File: config.mk
export PLATFORM = sky130hd
export DESIGN_NAME = energy_counter_to_power_core
export DESIGN_NICKNAME = d
export VERILOG_FILES = /design/src/rtl/ectp_pkg.sv /design/src/rtl/energy_counter_to_power_core.sv /design/src/rtl/ectp_ctrl.sv /design/src/rtl/ectp_dp.sv
export SDC_FILE = /design/constraint.sdc
export NUM_CORES = 2
export LEC_CHECK = 0
export BUFFER_PORTS_ARGS = -buffer_cell sky130_fd_sc_hd__clkbuf_2
export CAP_MARGIN = 20
export CORE_ASPECT_RATIO = 0.9
export CORE_MARGIN = 3
export CORE_UTILIZATION = 59
export CTS_CLUSTER_DIAMETER = 40
export DETAILED_ROUTE_END_ITERATION = 10
export GPL_TIMING_DRIVEN = 0
export PLACE_DENSITY = 0.84
export SLEW_MARGIN = 15
export SYNTH_ARGS = -nofsm -noshare
export SYNTH_HDL_FRONTEND = slang
export SYNTH_SLANG_ARGS = --single-unit
File: constraint.sdc
create_clock -name clk -period 10.6 [get_ports clk]
set_clock_uncertainty 0.15 [all_clocks]
set_input_delay 2.12 -clock clk [delete_from_list [all_inputs] [get_ports clk]]
set_output_delay 2.12 -clock clk [all_outputs]
set_load 0.02 [all_outputs]
File: src/rtl/ectp_pkg.sv
// Shared types and constants for the energy counter to power core.
// Used by ectp_ctrl, ectp_dp and energy_counter_to_power_core; no dependencies.

package ectp_pkg;

  // Socket count and the previous-count table built from it
  localparam int SOCKETS     = 8;
  localparam int TABLE_DEPTH = 2 * SOCKETS;
  localparam int IDX_W       = (TABLE_DEPTH > 1) ? $clog2(TABLE_DEPTH) : 1;

  // Scale constants
  localparam logic [19:0] USEC_PER_SEC = 20'd1000000;
  localparam logic [9:0]  LIMIT_SCALE  = 10'd1000;
  localparam logic [29:0] MW_SCALE     = 30'd1000000000;

  // Quotient width: power never exceeds 10^6 mW once the limit test passes
  localparam int QUO_W = 20;
  localparam int CNT_W = $clog2(QUO_W);

  // Input commands
  localparam logic CMD_ROUND   = 1'b0;
  localparam logic CMD_READING = 1'b1;

  // Result status codes
  localparam logic [1:0] ST_VALID   = 2'd0;
  localparam logic [1:0] ST_WARM    = 2'd1;
  localparam logic [1:0] ST_INVALID = 2'd2;

  // Configuration register indexes
  localparam logic [1:0] REG_UNIT_EXP = 2'd0;
  localparam logic [1:0] REG_CORE_EN  = 2'd1;
  localparam logic [1:0] REG_MEM_EN   = 2'd2;

  // Reset values of the configuration registers
  localparam logic [4:0] UNIT_EXP_RST = 5'd16;

  // Commands from the controller to the datapath
  typedef struct packed {
    logic load;      // capture the input word
    logic rd_delta;  // form counter delta, update previous count
    logic rd_mul;    // scale delta for limit test and power
    logic rd_check;  // limit test, load divider
    logic div_step;  // one quotient bit
    logic finish;    // load the result register
    logic rn_mul;    // seconds difference times 10^6
    logic rn_store;  // saturate and store interval, timestamp, round count
  } ctrl_cmd_t;

  // Status from the datapath to the controller
  typedef struct packed {
    logic is_reading;  // captured word is a counter reading
    logic pass;        // reading needs the divider
    logic out_busy;    // result register still holds an untaken word
  } dp_status_t;

endpackage

File: src/rtl/energy_counter_to_power_core.sv
// Top level of the energy counter to power core.
// Depends on ectp_pkg, ectp_ctrl and ectp_dp.

// Converts free-running 32-bit energy counters into average power in mW for
// a core and a memory domain per socket. A round-start word (command 0) sets
// the sampling interval from its timestamp and gives no result. A reading
// word (command 1) gives one result word; it skips the divider when no
// division is needed (warming up, disabled domain, zero delta, over the
// 1000 W limit) and otherwise runs the serial divider, which retires one
// quotient bit per cycle over 20 bits. One word is in work at a
// time; the next is taken as soon as the sequencer is idle, even while the
// previous result waits in the output register. Configuration writes are
// always ready and must only be issued while the core is idle.

module energy_counter_to_power_core (
  input  logic         clk,
  input  logic         rst_n,
  input  logic         in_valid,
  output logic         in_ready,
  input  logic         in_command,
  input  logic [31:0]  in_time_sec,
  input  logic [19:0]  in_time_usec,
  input  logic         in_domain,
  input  logic [2:0]   in_socket,
  input  logic [31:0]  in_counter,
  output logic         out_valid,
  input  logic         out_ready,
  output logic         out_domain,
  output logic [2:0]   out_socket,
  output logic [19:0]  out_power_mw,
  output logic [1:0]   out_status,
  input  logic         cfg_valid,
  output logic         cfg_ready,
  input  logic [1:0]   cfg_index,
  input  logic [31:0]  cfg_data
);

  ectp_pkg::ctrl_cmd_t   cmd;
  ectp_pkg::dp_status_t  status;

  // Sequencer
  ectp_ctrl u_ctrl (
    .clk      (clk),
    .rst_n    (rst_n),
    .in_valid (in_valid),
    .in_ready (in_ready),
    .status   (status),
    .cmd      (cmd)
  );

  // Datapath
  ectp_dp u_dp (
    .clk          (clk),
    .rst_n        (rst_n),
    .cmd          (cmd),
    .status       (status),
    .in_command   (in_command),
    .in_time_sec  (in_time_sec),
    .in_time_usec (in_time_usec),
    .in_domain    (in_domain),
    .in_socket    (in_socket),
    .in_counter   (in_counter),
    .cfg_valid    (cfg_valid),
    .cfg_ready    (cfg_ready),
    .cfg_index    (cfg_index),
    .cfg_data     (cfg_data),
    .out_valid    (out_valid),
    .out_ready    (out_ready),
    .out_domain   (out_domain),
    .out_socket   (out_socket),
    .out_power_mw (out_power_mw),
    .out_status   (out_status)
  );

endmodule

File: src/rtl/ectp_ctrl.sv
// Sequencer for the energy counter to power core.
// Depends on ectp_pkg for the command and status structs.

module ectp_ctrl (
  input  logic                   clk,
  input  logic                   rst_n,
  input  logic                   in_valid,
  output logic                   in_ready,
  input  ectp_pkg::dp_status_t   status,
  output ectp_pkg::ctrl_cmd_t    cmd
);

  typedef enum logic [2:0] {
    S_IDLE,
    S_RD_DELTA,
    S_RD_MUL,
    S_RD_CHECK,
    S_RD_DIV,
    S_FINISH,
    S_RN_MUL,
    S_RN_STORE
  } state_t;

  state_t                        state_r, state_nxt;
  logic [ectp_pkg::CNT_W-1:0]    div_cnt_r, div_cnt_nxt;

  assign in_ready = (state_r == S_IDLE);

  // Next state and commands
  always_comb begin
    state_nxt   = state_r;
    div_cnt_nxt = div_cnt_r;
    cmd         = '0;
    unique case (state_r)
      S_IDLE: begin
        if (in_valid) begin
          cmd.load  = 1'b1;
          state_nxt = S_RD_DELTA;
        end
      end
      S_RD_DELTA: begin
        if (status.is_reading) begin
          cmd.rd_delta = 1'b1;
          state_nxt    = S_RD_MUL;
        end else begin
          cmd.rn_mul = 1'b1;
          state_nxt  = S_RN_STORE;
        end
      end
      S_RD_MUL: begin
        cmd.rd_mul = 1'b1;
        state_nxt  = S_RD_CHECK;
      end
      S_RD_CHECK: begin
        cmd.rd_check = 1'b1;
        div_cnt_nxt  = '0;
        state_nxt    = status.pass ? S_RD_DIV : S_FINISH;
      end
      S_RD_DIV: begin
        cmd.div_step = 1'b1;
        div_cnt_nxt  = div_cnt_r + 1'b1;
        if (div_cnt_r == ectp_pkg::CNT_W'(ectp_pkg::QUO_W - 1)) begin
          state_nxt = S_FINISH;
        end
      end
      S_FINISH: begin
        // hold until the result register is free
        if (!status.out_busy) begin
          cmd.finish = 1'b1;
          state_nxt  = S_IDLE;
        end
      end
      S_RN_MUL: begin
        cmd.rn_mul = 1'b1;
        state_nxt  = S_RN_STORE;
      end
      S_RN_STORE: begin
        cmd.rn_store = 1'b1;
        state_nxt    = S_IDLE;
      end
      default: begin
        state_nxt = S_IDLE;
      end
    endcase
  end

  // State and step counter
  always_ff @(posedge clk) begin
    if (!rst_n) begin
      state_r   <= S_IDLE;
      div_cnt_r <= '0;
    end else begin
      state_r   <= state_nxt;
      div_cnt_r <= div_cnt_nxt;
    end
  end

endmodule

File: src/rtl/ectp_dp.sv
// Datapath of the energy counter to power core: configuration, timestamp and
// counter state, scaling multipliers, serial divider and result register.
// Depends on ectp_pkg for constants and the command and status structs.

module ectp_dp (
  input  logic                   clk,
  input  logic                   rst_n,
  input  ectp_pkg::ctrl_cmd_t    cmd,
  output ectp_pkg::dp_status_t   status,
  input  logic                   in_command,
  input  logic [31:0]            in_time_sec,
  input  logic [19:0]            in_time_usec,
  input  logic                   in_domain,
  input  logic [2:0]             in_socket,
  input  logic [31:0]            in_counter,
  input  logic                   cfg_valid,
  output logic                   cfg_ready,
  input  logic [1:0]             cfg_index,
  input  logic [31:0]            cfg_data,
  output logic                   out_valid,
  input  logic                   out_ready,
  output logic                   out_domain,
  output logic [2:0]             out_socket,
  output logic [19:0]            out_power_mw,
  output logic [1:0]             out_status
);

  // Configuration
  logic [4:0]   exp_r;
  logic         core_en_r;
  logic         mem_en_r;

  // Captured word
  logic         cmd_r;
  logic [31:0]  sec_r;
  logic [19:0]  usec_r;
  logic         dom_r;
  logic [2:0]   sock_r;
  logic [31:0]  cnt_r;

  // Round state
  logic [31:0]  prev_sec_r;
  logic [19:0]  prev_usec_r;
  logic [31:0]  interval_r;
  logic [1:0]   round_r;
  logic [51:0]  rn_prod_r;
  logic [31:0]  rn_upart_r;

  // Reading state
  logic [31:0]  prev_cnt_r [ectp_pkg::TABLE_DEPTH];
  logic [31:0]  delta_r;
  logic         live_r;
  logic [41:0]  prod_lim_r;
  logic [61:0]  prod_big_r;
  logic [63:0]  limit_r;
  logic         pass_r;
  logic [31:0]  rem_r;
  logic [ectp_pkg::QUO_W-1:0] low_r;
  logic [ectp_pkg::QUO_W-1:0] quo_r;

  // Result register
  logic         out_valid_r;
  logic         out_dom_r;
  logic [2:0]   out_sock_r;
  logic [19:0]  out_pow_r;
  logic [1:0]   out_st_r;

  // Combinational terms
  logic                      sock_ok;
  logic                      dom_en;
  logic                      live;
  logic [ectp_pkg::IDX_W-1:0] idx;
  logic [31:0]               delta;
  logic                      borrow;
  logic [31:0]               sec_diff;
  logic [31:0]               upart;
  logic [52:0]               total;
  logic [31:0]               interval_nxt;
  logic                      warm;
  logic                      pass;
  logic [61:0]               scaled;
  logic [32:0]               trial;
  logic [32:0]               div_sub;
  logic                      div_ge;
  logic [1:0]                st_nxt;

  assign cfg_ready = 1'b1;

  // Table index and liveness of a reading
  assign sock_ok = (32'(sock_r) < 32'(ectp_pkg::SOCKETS));
  assign dom_en  = dom_r ? mem_en_r : core_en_r;
  assign live    = sock_ok && dom_en;
  assign idx     = dom_r ? (ectp_pkg::IDX_W'(ectp_pkg::SOCKETS) + ectp_pkg::IDX_W'(sock_r))
                         : ectp_pkg::IDX_W'(sock_r);
  assign delta   = cnt_r - prev_cnt_r[idx];

  // Elapsed microseconds with a one-second borrow
  assign borrow   = (usec_r < prev_usec_r);
  assign sec_diff = sec_r - prev_sec_r - {31'd0, borrow};
  assign upart    = borrow ? (32'(usec_r) + 32'(ectp_pkg::USEC_PER_SEC) - 32'(prev_usec_r))
                           : 32'(usec_r - prev_usec_r);
  assign total    = 53'(rn_prod_r) + 53'(rn_upart_r);

  // Saturate past 32 bits, force zero to one
  always_comb begin
    if (total[52:32] != '0) begin
      interval_nxt = 32'hFFFF_FFFF;
    end else if (total[31:0] == 32'd0) begin
      interval_nxt = 32'd1;
    end else begin
      interval_nxt = total[31:0];
    end
  end

  // Limit test and divider dividend
  assign warm   = !round_r[1];
  assign pass   = live_r && (delta_r != 32'd0) && !warm && (64'(prod_lim_r) <= limit_r);
  assign scaled = prod_big_r >> exp_r;

  // One restoring division step
  assign trial   = {rem_r, low_r[ectp_pkg::QUO_W-1]};
  assign div_sub = trial - {1'b0, interval_r};
  assign div_ge  = (trial >= {1'b0, interval_r});

  // Result status
  always_comb begin
    if (warm) begin
      st_nxt = ectp_pkg::ST_WARM;
    end else if (pass_r) begin
      st_nxt = ectp_pkg::ST_VALID;
    end else begin
      st_nxt = ectp_pkg::ST_INVALID;
    end
  end

  assign status.is_reading = (cmd_r == ectp_pkg::CMD_READING);
  assign status.pass       = pass;
  assign status.out_busy   = out_valid_r && !out_ready;

  // Control state: configuration, round state, table, result valid
  always_ff @(posedge clk) begin
    if (!rst_n) begin
      exp_r       <= ectp_pkg::UNIT_EXP_RST;
      core_en_r   <= 1'b1;
      mem_en_r    <= 1'b1;
      prev_sec_r  <= '0;
      prev_usec_r <= '0;
      interval_r  <= 32'd1;
      round_r     <= '0;
      out_valid_r <= 1'b0;
      for (int i = 0; i < ectp_pkg::TABLE_DEPTH; i++) begin
        prev_cnt_r[i] <= '0;
      end
    end else begin
      // write a configuration word
      if (cfg_valid) begin
        unique case (cfg_index)
          ectp_pkg::REG_UNIT_EXP: exp_r     <= cfg_data[4:0];
          ectp_pkg::REG_CORE_EN:  core_en_r <= cfg_data[0];
          ectp_pkg::REG_MEM_EN:   mem_en_r  <= cfg_data[0];
          default: ;
        endcase
      end
      // store the new interval and timestamp
      if (cmd.rn_store) begin
        interval_r  <= interval_nxt;
        prev_sec_r  <= sec_r;
        prev_usec_r <= usec_r;
        if (core_en_r && (round_r != 2'd3)) begin
          round_r <= round_r + 2'd1;
        end
      end
      // advance the previous count of a live reading
      if (cmd.rd_delta && live) begin
        prev_cnt_r[idx] <= cnt_r;
      end
      // result valid: set on finish, drop when taken
      if (cmd.finish) begin
        out_valid_r <= 1'b1;
      end else if (out_ready) begin
        out_valid_r <= 1'b0;
      end
    end
  end

  // Payload registers
  always_ff @(posedge clk) begin
    if (cmd.load) begin
      cmd_r  <= in_command;
      sec_r  <= in_time_sec;
      usec_r <= in_time_usec;
      dom_r  <= in_domain;
      sock_r <= in_socket;
      cnt_r  <= in_counter;
    end
    if (cmd.rn_mul) begin
      rn_prod_r  <= 52'(sec_diff) * 52'(ectp_pkg::USEC_PER_SEC);
      rn_upart_r <= upart;
    end
    if (cmd.rd_delta) begin
      delta_r <= delta;
      live_r  <= live;
    end
    if (cmd.rd_mul) begin
      prod_lim_r <= 42'(delta_r) * 42'(ectp_pkg::LIMIT_SCALE);
      prod_big_r <= 62'(delta_r) * 62'(ectp_pkg::MW_SCALE);
      limit_r    <= 64'(interval_r) << exp_r;
    end
    if (cmd.rd_check) begin
      pass_r <= pass;
      rem_r  <= scaled[ectp_pkg::QUO_W+31:ectp_pkg::QUO_W];
      low_r  <= scaled[ectp_pkg::QUO_W-1:0];
      quo_r  <= '0;
    end
    if (cmd.div_step) begin
      rem_r <= div_ge ? div_sub[31:0] : trial[31:0];
      low_r <= {low_r[ectp_pkg::QUO_W-2:0], 1'b0};
      quo_r <= {quo_r[ectp_pkg::QUO_W-2:0], div_ge};
    end
    if (cmd.finish) begin
      out_dom_r  <= dom_r;
      out_sock_r <= sock_r;
      out_st_r   <= st_nxt;
      out_pow_r  <= (!warm && pass_r) ? quo_r : '0;
    end
  end

  assign out_valid    = out_valid_r;
  assign out_domain   = out_dom_r;
  assign out_socket   = out_sock_r;
  assign out_power_mw = out_pow_r;
  assign out_status   = out_st_r;

endmodule

# ---- After elaboration in Yosys (flattened, before gate mapping)
# Memories as Yosys holds them, arrays and structs flattened.
# Index checks and enable logic that the tools add are counted.
dict set report word_totals {
  regBits 557
  latchBits 0
  mem_bits_rw 512
  romBits 0
  output_inout_bits 29
  mem_count 1
}
dict set report classes {
  add_sub_neg 11
  n_mul 3
  div_mod_pow 0
  n_lt_le_gt_ge 3
  n_eq_ne 14
  n_shift 2
  muxes 41
  n_bitwise 0
  reduce_logical 22
}
# memory words width rd rd_clocked_by_memory_dff write_ports line
set memory_table {}
lappend memory_table {u_dp.prev_cnt_r 16 32 1 0 16 ectp_dp.sv:50} ;# logic [31:0] prev_cnt_r [ectp_pkg::TABLE_DEPTH];
# cell n
set ops {}
lappend ops {{two-way mux 32 bit} 7}
lappend ops {{subtractor 32 bit} 3}
lappend ops {{two-way mux 20 bit} 4}
lappend ops {{<= comparator 42 x 64 -> 1 bit} 1}
lappend ops {{left shift 32 x 5 -> 64 bit} 1}
lappend ops {{right shift 62 x 5 -> 52 bit} 1}
lappend ops {{adder 52 x 32 -> 53 bit} 1}
lappend ops {{multiplier 32 x 21 -> 53 bit, second input constant} 1}
lappend ops {{multiplier 32 x 14 -> 46 bit, second input constant} 1}
lappend ops {{multiplier 32 x 7 -> 39 bit, second input constant} 1}
lappend ops {{>= comparator 33 x 32 -> 1 bit} 1}
lappend ops {{zero test 32 bit} 1}
lappend ops {{nonzero test 32 bit} 1}
lappend ops {{OR reduction 32 bit} 1}
lappend ops {{subtractor 32 x 1 -> 32 bit} 1}
lappend ops {{subtractor 32 x 20 -> 32 bit} 1}
lappend ops {{case mux 3 bit (8 select lines)} 1}
lappend ops {{adder 20 x 20 -> 21 bit, second input constant} 1}
lappend ops {{nonzero test 21 bit} 1}
lappend ops {{subtractor 20 x 20 -> 21 bit} 1}
lappend ops {{< comparator 20 bit} 1}
lappend ops {{two-way mux 1 bit} 20}
lappend ops {{== test 3 bit, second input constant} 4}
lappend ops {{two-way mux 3 bit} 4}
lappend ops {{21 further kinds} 36}

# ---- Logic depth before layout (Yosys ltp)
dict set report logic_depth {
  depth_word 8
  depth_mapped 53
  ltp_nobuf 52
}

# ---- Cells and area by module
# Synthesis repeated with hierarchy kept, for this count alone.
dict set report hier_totals {
  hier_cells 7100
  hier_area_um2 80689.9
}
# mod instances cells_per_inst area_each_um2 seq_area_each_um2
set modules_own_cells {}
lappend modules_own_cells {ectp_dp 1 7035 80164.4 30489.2}
lappend modules_own_cells {ectp_ctrl 1 65 525.5 160.2}

# ---- Worst setup path after synthesis
# No wires, ideal clock.
dict set report synth_path {
  path_type {register -> register}
  from {register u_dp.prev_usec_r[1]}
  to {register u_dp.rn_prod_r[47], data pin}
  setup_time_ns 0.258
  arrival_time_ns 10.809
  t_required_ns 10.192
  setup_slack_ns -0.617
  path_stages_with_launch 54
  n_path_buf 1
  synth_period_minus_slack_ns 11.217
  path_cell_list {dfxtp_1 inv_1 ha_1 nor2b_1 o21ai_0 a21boi_0 o2111ai_1 o21ai_0 a31oi_1 o22ai_1 o21ai_0 nor2b_1 clkbuf_1 inv_1 fa_1 inv_1 ha_1 or2_2 [... 18 more ...] fa_1 inv_1 ha_1 inv_1 fa_1 inv_1 ha_1 a21o_1 a21o_1 a21o_1 a21o_1 a21oi_1 nand2_1 o221ai_1 o21ai_0 a21o_1 a21oi_1 xnor2_1}
}
dict set report synth_between {
  elab_chain_len 3
}
# element line
set synth_lines {}
lappend synth_lines {{start: declaration} ectp_dp.sv:43} ;# logic [19:0] prev_usec_r;
lappend synth_lines {{start signal: assignment} ectp_dp.sv:168} ;# prev_usec_r <= usec_r;
lappend synth_lines {{< comparator 20 bit} ectp_dp.sv:98} ;# assign borrow = (usec_r < prev_usec_r);
lappend synth_lines {{subtractor 32 x 1 -> 32 bit} ectp_dp.sv:99} ;# assign sec_diff = sec_r - prev_sec_r - {31'd0, borrow};
lappend synth_lines {{multiplier 32 x 14 -> 46 bit} ectp_dp.sv:197} ;# rn_prod_r <= 52'(sec_diff) * 52'(ectp_pkg::USEC_PER_SEC);
lappend synth_lines {{end signal: assignment} ectp_dp.sv:197}
lappend synth_lines {{end: declaration} ectp_dp.sv:46} ;# logic [51:0] rn_prod_r;
# No other way between the ends.
# A chain may end at the register's enable or synchronous reset.

# ---- Final worst setup path
dict set report layout_path {
  from {register u_dp.usec_r[1]}
  to {register u_dp.rn_prod_r[50], data pin}
}
dict set report layout_between {
  elab_chain_len 3
}
# element line
set layout_lines {}
lappend layout_lines {{start: declaration} ectp_dp.sv:36} ;# logic [19:0] usec_r;
lappend layout_lines {{start signal: assignment} ectp_dp.sv:191} ;# usec_r <= in_time_usec;
lappend layout_lines {{< comparator 20 bit} ectp_dp.sv:98}
lappend layout_lines {{subtractor 32 x 1 -> 32 bit} ectp_dp.sv:99}
lappend layout_lines {{multiplier 32 x 14 -> 46 bit} ectp_dp.sv:197}
# No other way between the ends.

==> summary.md <==
| Metric | Value |
|---|---|
| Setup repair after global routing missed its margin | `yes` |
| Worst Tran Pin Value | `1170 ps` |
| I/O Pins | `157` |
| Clk sinks | `1,065` |
| Hold_buf cts | `0` |
| Setup crit start | `u_dp.usec_r[1]` |
| Slew HR | `22.0%` |
| Final hold violation count | `0` |
| 1st-iter DRT viols | `7,539` |
| Data arrival time of the worst path | `11,540 ps` |
| IO buf count | `128` |
| Critical-path maximum fanout | `5` |
| Crit Path Class | `reg2reg` |
| Routed wire length per instance | `25.0 um` |
| Critical hold path startpoint | `u_dp.prev_usec_r[11]` |
| Yosys cell types | `91` |
| Reg2reg end | `u_dp.rn_prod_r[50]` |
| Yosys warning total | `0` |
| Layout net count | `8,899` |
| Hold WS | `305 ps` |
| GPL Wtd Cong | `1.01` |
| Worst Path Required | `10,930 ps` |
| Initial antenna violation count | `15` |
| Die area | `141,000 um2` |
| Max-cap violations | `0` |
| GR Overflow Total | `0` |
| Post-DP HPWL | `176,000 um` |
| Max-slew violations | `0` |
| Placed cell count | `9,152` |
| Crit Reg-Reg Startpoint | `u_dp.usec_r[1]` |
| Root cell of the clock tree | `clkbuf_16` |
| Clock slew at reported path FFs | `60 ps` |
| Die Height | `357 um` |
| Worst path max stage delay | `540 ps` |
| Clk_lat worst skew | `800 ps` |
| Largest cells by area after synthesis | `edfxtp_1 36%, fa_1 13%, ha_1 11%` |
| Fin crit share | `106%` |
| # DRC | `0` |
| Layout cells sized above 1 | `11.6%` |
| Worst reg-to-reg setup slack | `-610 ps` |
| CORE AREA | `135,000 um2` |
| Area Overhead vs Synth | `12.1%` |
| Largest net degree at the start of global routing | `67` |
| H-tree depth | `4` |
| Drt total wl | `237,000 um` |
| Total Routing Usage GR | `33.1%` |
| CTS tree | `done` |
| Max Buffers Root-to-Sink | `3` |
| CP max stage cell | `fa_1` |
| Post-Syn Area per Cell | `11.2 um2` |
| Yosys reg bits | `1,065` |
| Outcome | `finished with violations` |
| Die X | `396 um` |
| Via count | `59,700` |
| Number of flops mapped to enable cells by yosys | `962` |
| Global-route wire length before repair | `356,000 um` |
| ANT nets after route | `0` |
| Synth Instances | `7,169` |
| Pre-CTS setup slack | `-1790 ps` |
| WHS Path Cells | `2` |
| Syn nets | `8,526` |
| Fmax | `89.2 MHz` |
| Ys flop type | `edfxtp_1` |
| Area leader, netlist | `edfxtp_1` |
| Worst Setup End Kind | `flip-flop` |
| Worst Hold Path EP | `u_dp.prev_usec_r[11]` |
| Setup crit start kind | `flip-flop` |
| Netlist Area Pre-Place | `80,600 um2` |
| Vias in the first global route | `60,100` |
| R2R cell count | `50` |
| Final worst path period need | `11,210 ps` |
| Initial Utilization | `59.5%` |
| Vias per cell | `6.30` |
| Min setup slack post-route | `-609 ps` |
| Min-delay worst type | `reg2reg` |
| CTS Buf Count | `137` |
| Row count | `128` |
| Drt first pass iters | `6` |
| Non-Filler Instances | `9,480` |
| CP most frequent cell | `fa_1` |
| Final setup fails | `11` |
| Ys async rst share | `0%` |
| Yosys top cell area share | `35.8%` |
| Violated checks | `negative setup slack` |
| Sequential area share after synthesis | `38.4%` |
==> synthesized netlist by cell type, types with 37 or more instances <==
master	instances
ha_1	703
nand4_1	50
and2_1	517
fa_1	526
edfxtp_1	962
nand2b_1	47
mux2i_1	94
a31oi_1	37
nand2_1	435
dfxtp_1	103
clkbuf_1	249
nor2_1	312
xnor2_1	192
xor2_1	106
nand3_1	69
and3_1	74
nor2b_1	63
a21o_1	162
o21ai_0	249
o21a_1	38
mux4_2	220
nor3_1	96
inv_1	1001
a21oi_1	363
==> critical path: cells and delay by family, from the launching register on <==
family                   cells  cell delay [ps]
XOR/XNOR                     1              180
AO/OA/AOI/OAI               20             3690
AND/OR/NAND/NOR              9             1290
flip-flops                   1              400
buffers and inverters        8              540
adder cells (fa/ha/maj)     11             4390
multiplexers                 1              270
==> sequential cells by signal, indices dropped and copies added, names as in the netlist, 5 cells and up <==
signal             count
u_ctrl.div_cnt_r       5
u_dp.cnt_r            32
u_dp.delta_r          32
u_dp.exp_r             5
u_dp.interval_r       32
u_dp.limit_r          63
u_dp.low_r            20
u_dp.out_power_mw     20
u_dp.prev_cnt_r      512
u_dp.prev_sec_r       32
u_dp.prev_usec_r      20
u_dp.prod_big_r       50
u_dp.prod_lim_r       39
u_dp.quo_r            20
u_dp.rem_r            32
u_dp.rn_prod_r        46
u_dp.rn_upart_r       32
u_dp.sec_r            32
u_dp.usec_r           20
==> cell usage in the layout, fill, tap and decap left out, types with 23 or more instances in the layout <==
| cell | instances |
|---|---|
| inv_1 | 988 |
| edfxtp_1 | 962 |
| ha_1 | 692 |
| fa_1 | 524 |
| and2_1 | 515 |
| nand2_1 | 432 |
| a21oi_1 | 348 |
| nor2_1 | 306 |
| clkbuf_1 | 266 |
| o21ai_0 | 227 |
| mux4_2 | 220 |
| xnor2_1 | 174 |
| a21o_1 | 162 |
| clkbuf_16 | 138 |
| clkbuf_2 | 134 |
| dfxtp_1 | 102 |
| xor2_1 | 101 |
| nor3_1 | 96 |
| mux2i_1 | 94 |
| and3_1 | 74 |
| nand3_1 | 69 |
| buf_4 | 64 |
| nor2b_1 | 59 |
| nand4_1 | 50 |
| nand2b_1 | 42 |
| o21a_1 | 38 |
| a31oi_1 | 35 |
| o21bai_1 | 34 |
| o22ai_1 | 34 |
| buf_1 | 32 |
| a211oi_1 | 32 |
| nor4_1 | 28 |
| clkinv_1 | 23 |
==> stage by stage <==
step           util (%)  TNS, ps  cell area, um2
5_1_grt            66.7    -8870           90400
3_5_place_dp       62.3   -18240           84500
4_1_cts            66.2    -1250           89700
6_report           66.7    -3680           90400
3_3_place_gp       61.7   -81690           83600
2_1_floorplan         -        0           80700
==> final cells by class <==
cell class	instances	area, um2
antenna	4	10.0
sequential	1065	31000
multi-input combinational	4805	45700
clock buffer	161	3560
clock inverter	92	1070
timing repair buffer	235	1920
buffer	290	1130
inverter	1008	3790
fill	9502	45100
tap	1820	2280
==> metal layers <==
layer	GRT usage, %	routed length (um)	up-vias
met5	0	38	-
met4	14.1	11800	6
met3	7.75	27700	740
met2	52.0	109000	3787
met1	44.5	88800	29400
li1	-	-	25800
==> repair_timing <==
item	CTS	global route
setup endpoints to repair	23	21
cloned	0	0
endpoints found under the hold margin	0	0
gates resized for setup	57	69
pin swaps	38	62
buffers inserted	33	34
==> logic make-up after synthesis <==
group,Yosys count,synth area share (%)
compound gates,1166,9.33
xor+xnor,298,3.24
fa+ha+maj,1230,24.0
buf+inv,1299,6.09
flops,1065,38.4
mux,330,7.54
other cells,1,0.00465
simple gates,1780,11.4
==> worst max path at each step <==
stage	end
after floorplan	u_dp.rn_prod_r[51]
after global placement	u_dp.rn_prod_r[50]
after detailed placement	u_dp.rn_prod_r[50]
after CTS	u_dp.rn_prod_r[50]
after global routing	u_dp.rn_prod_r[50]
final	u_dp.rn_prod_r[50]
Power is left out: the tool's default activity adds up to more than one toggle a clock period on the data nets, which glitch-free logic cannot reach.
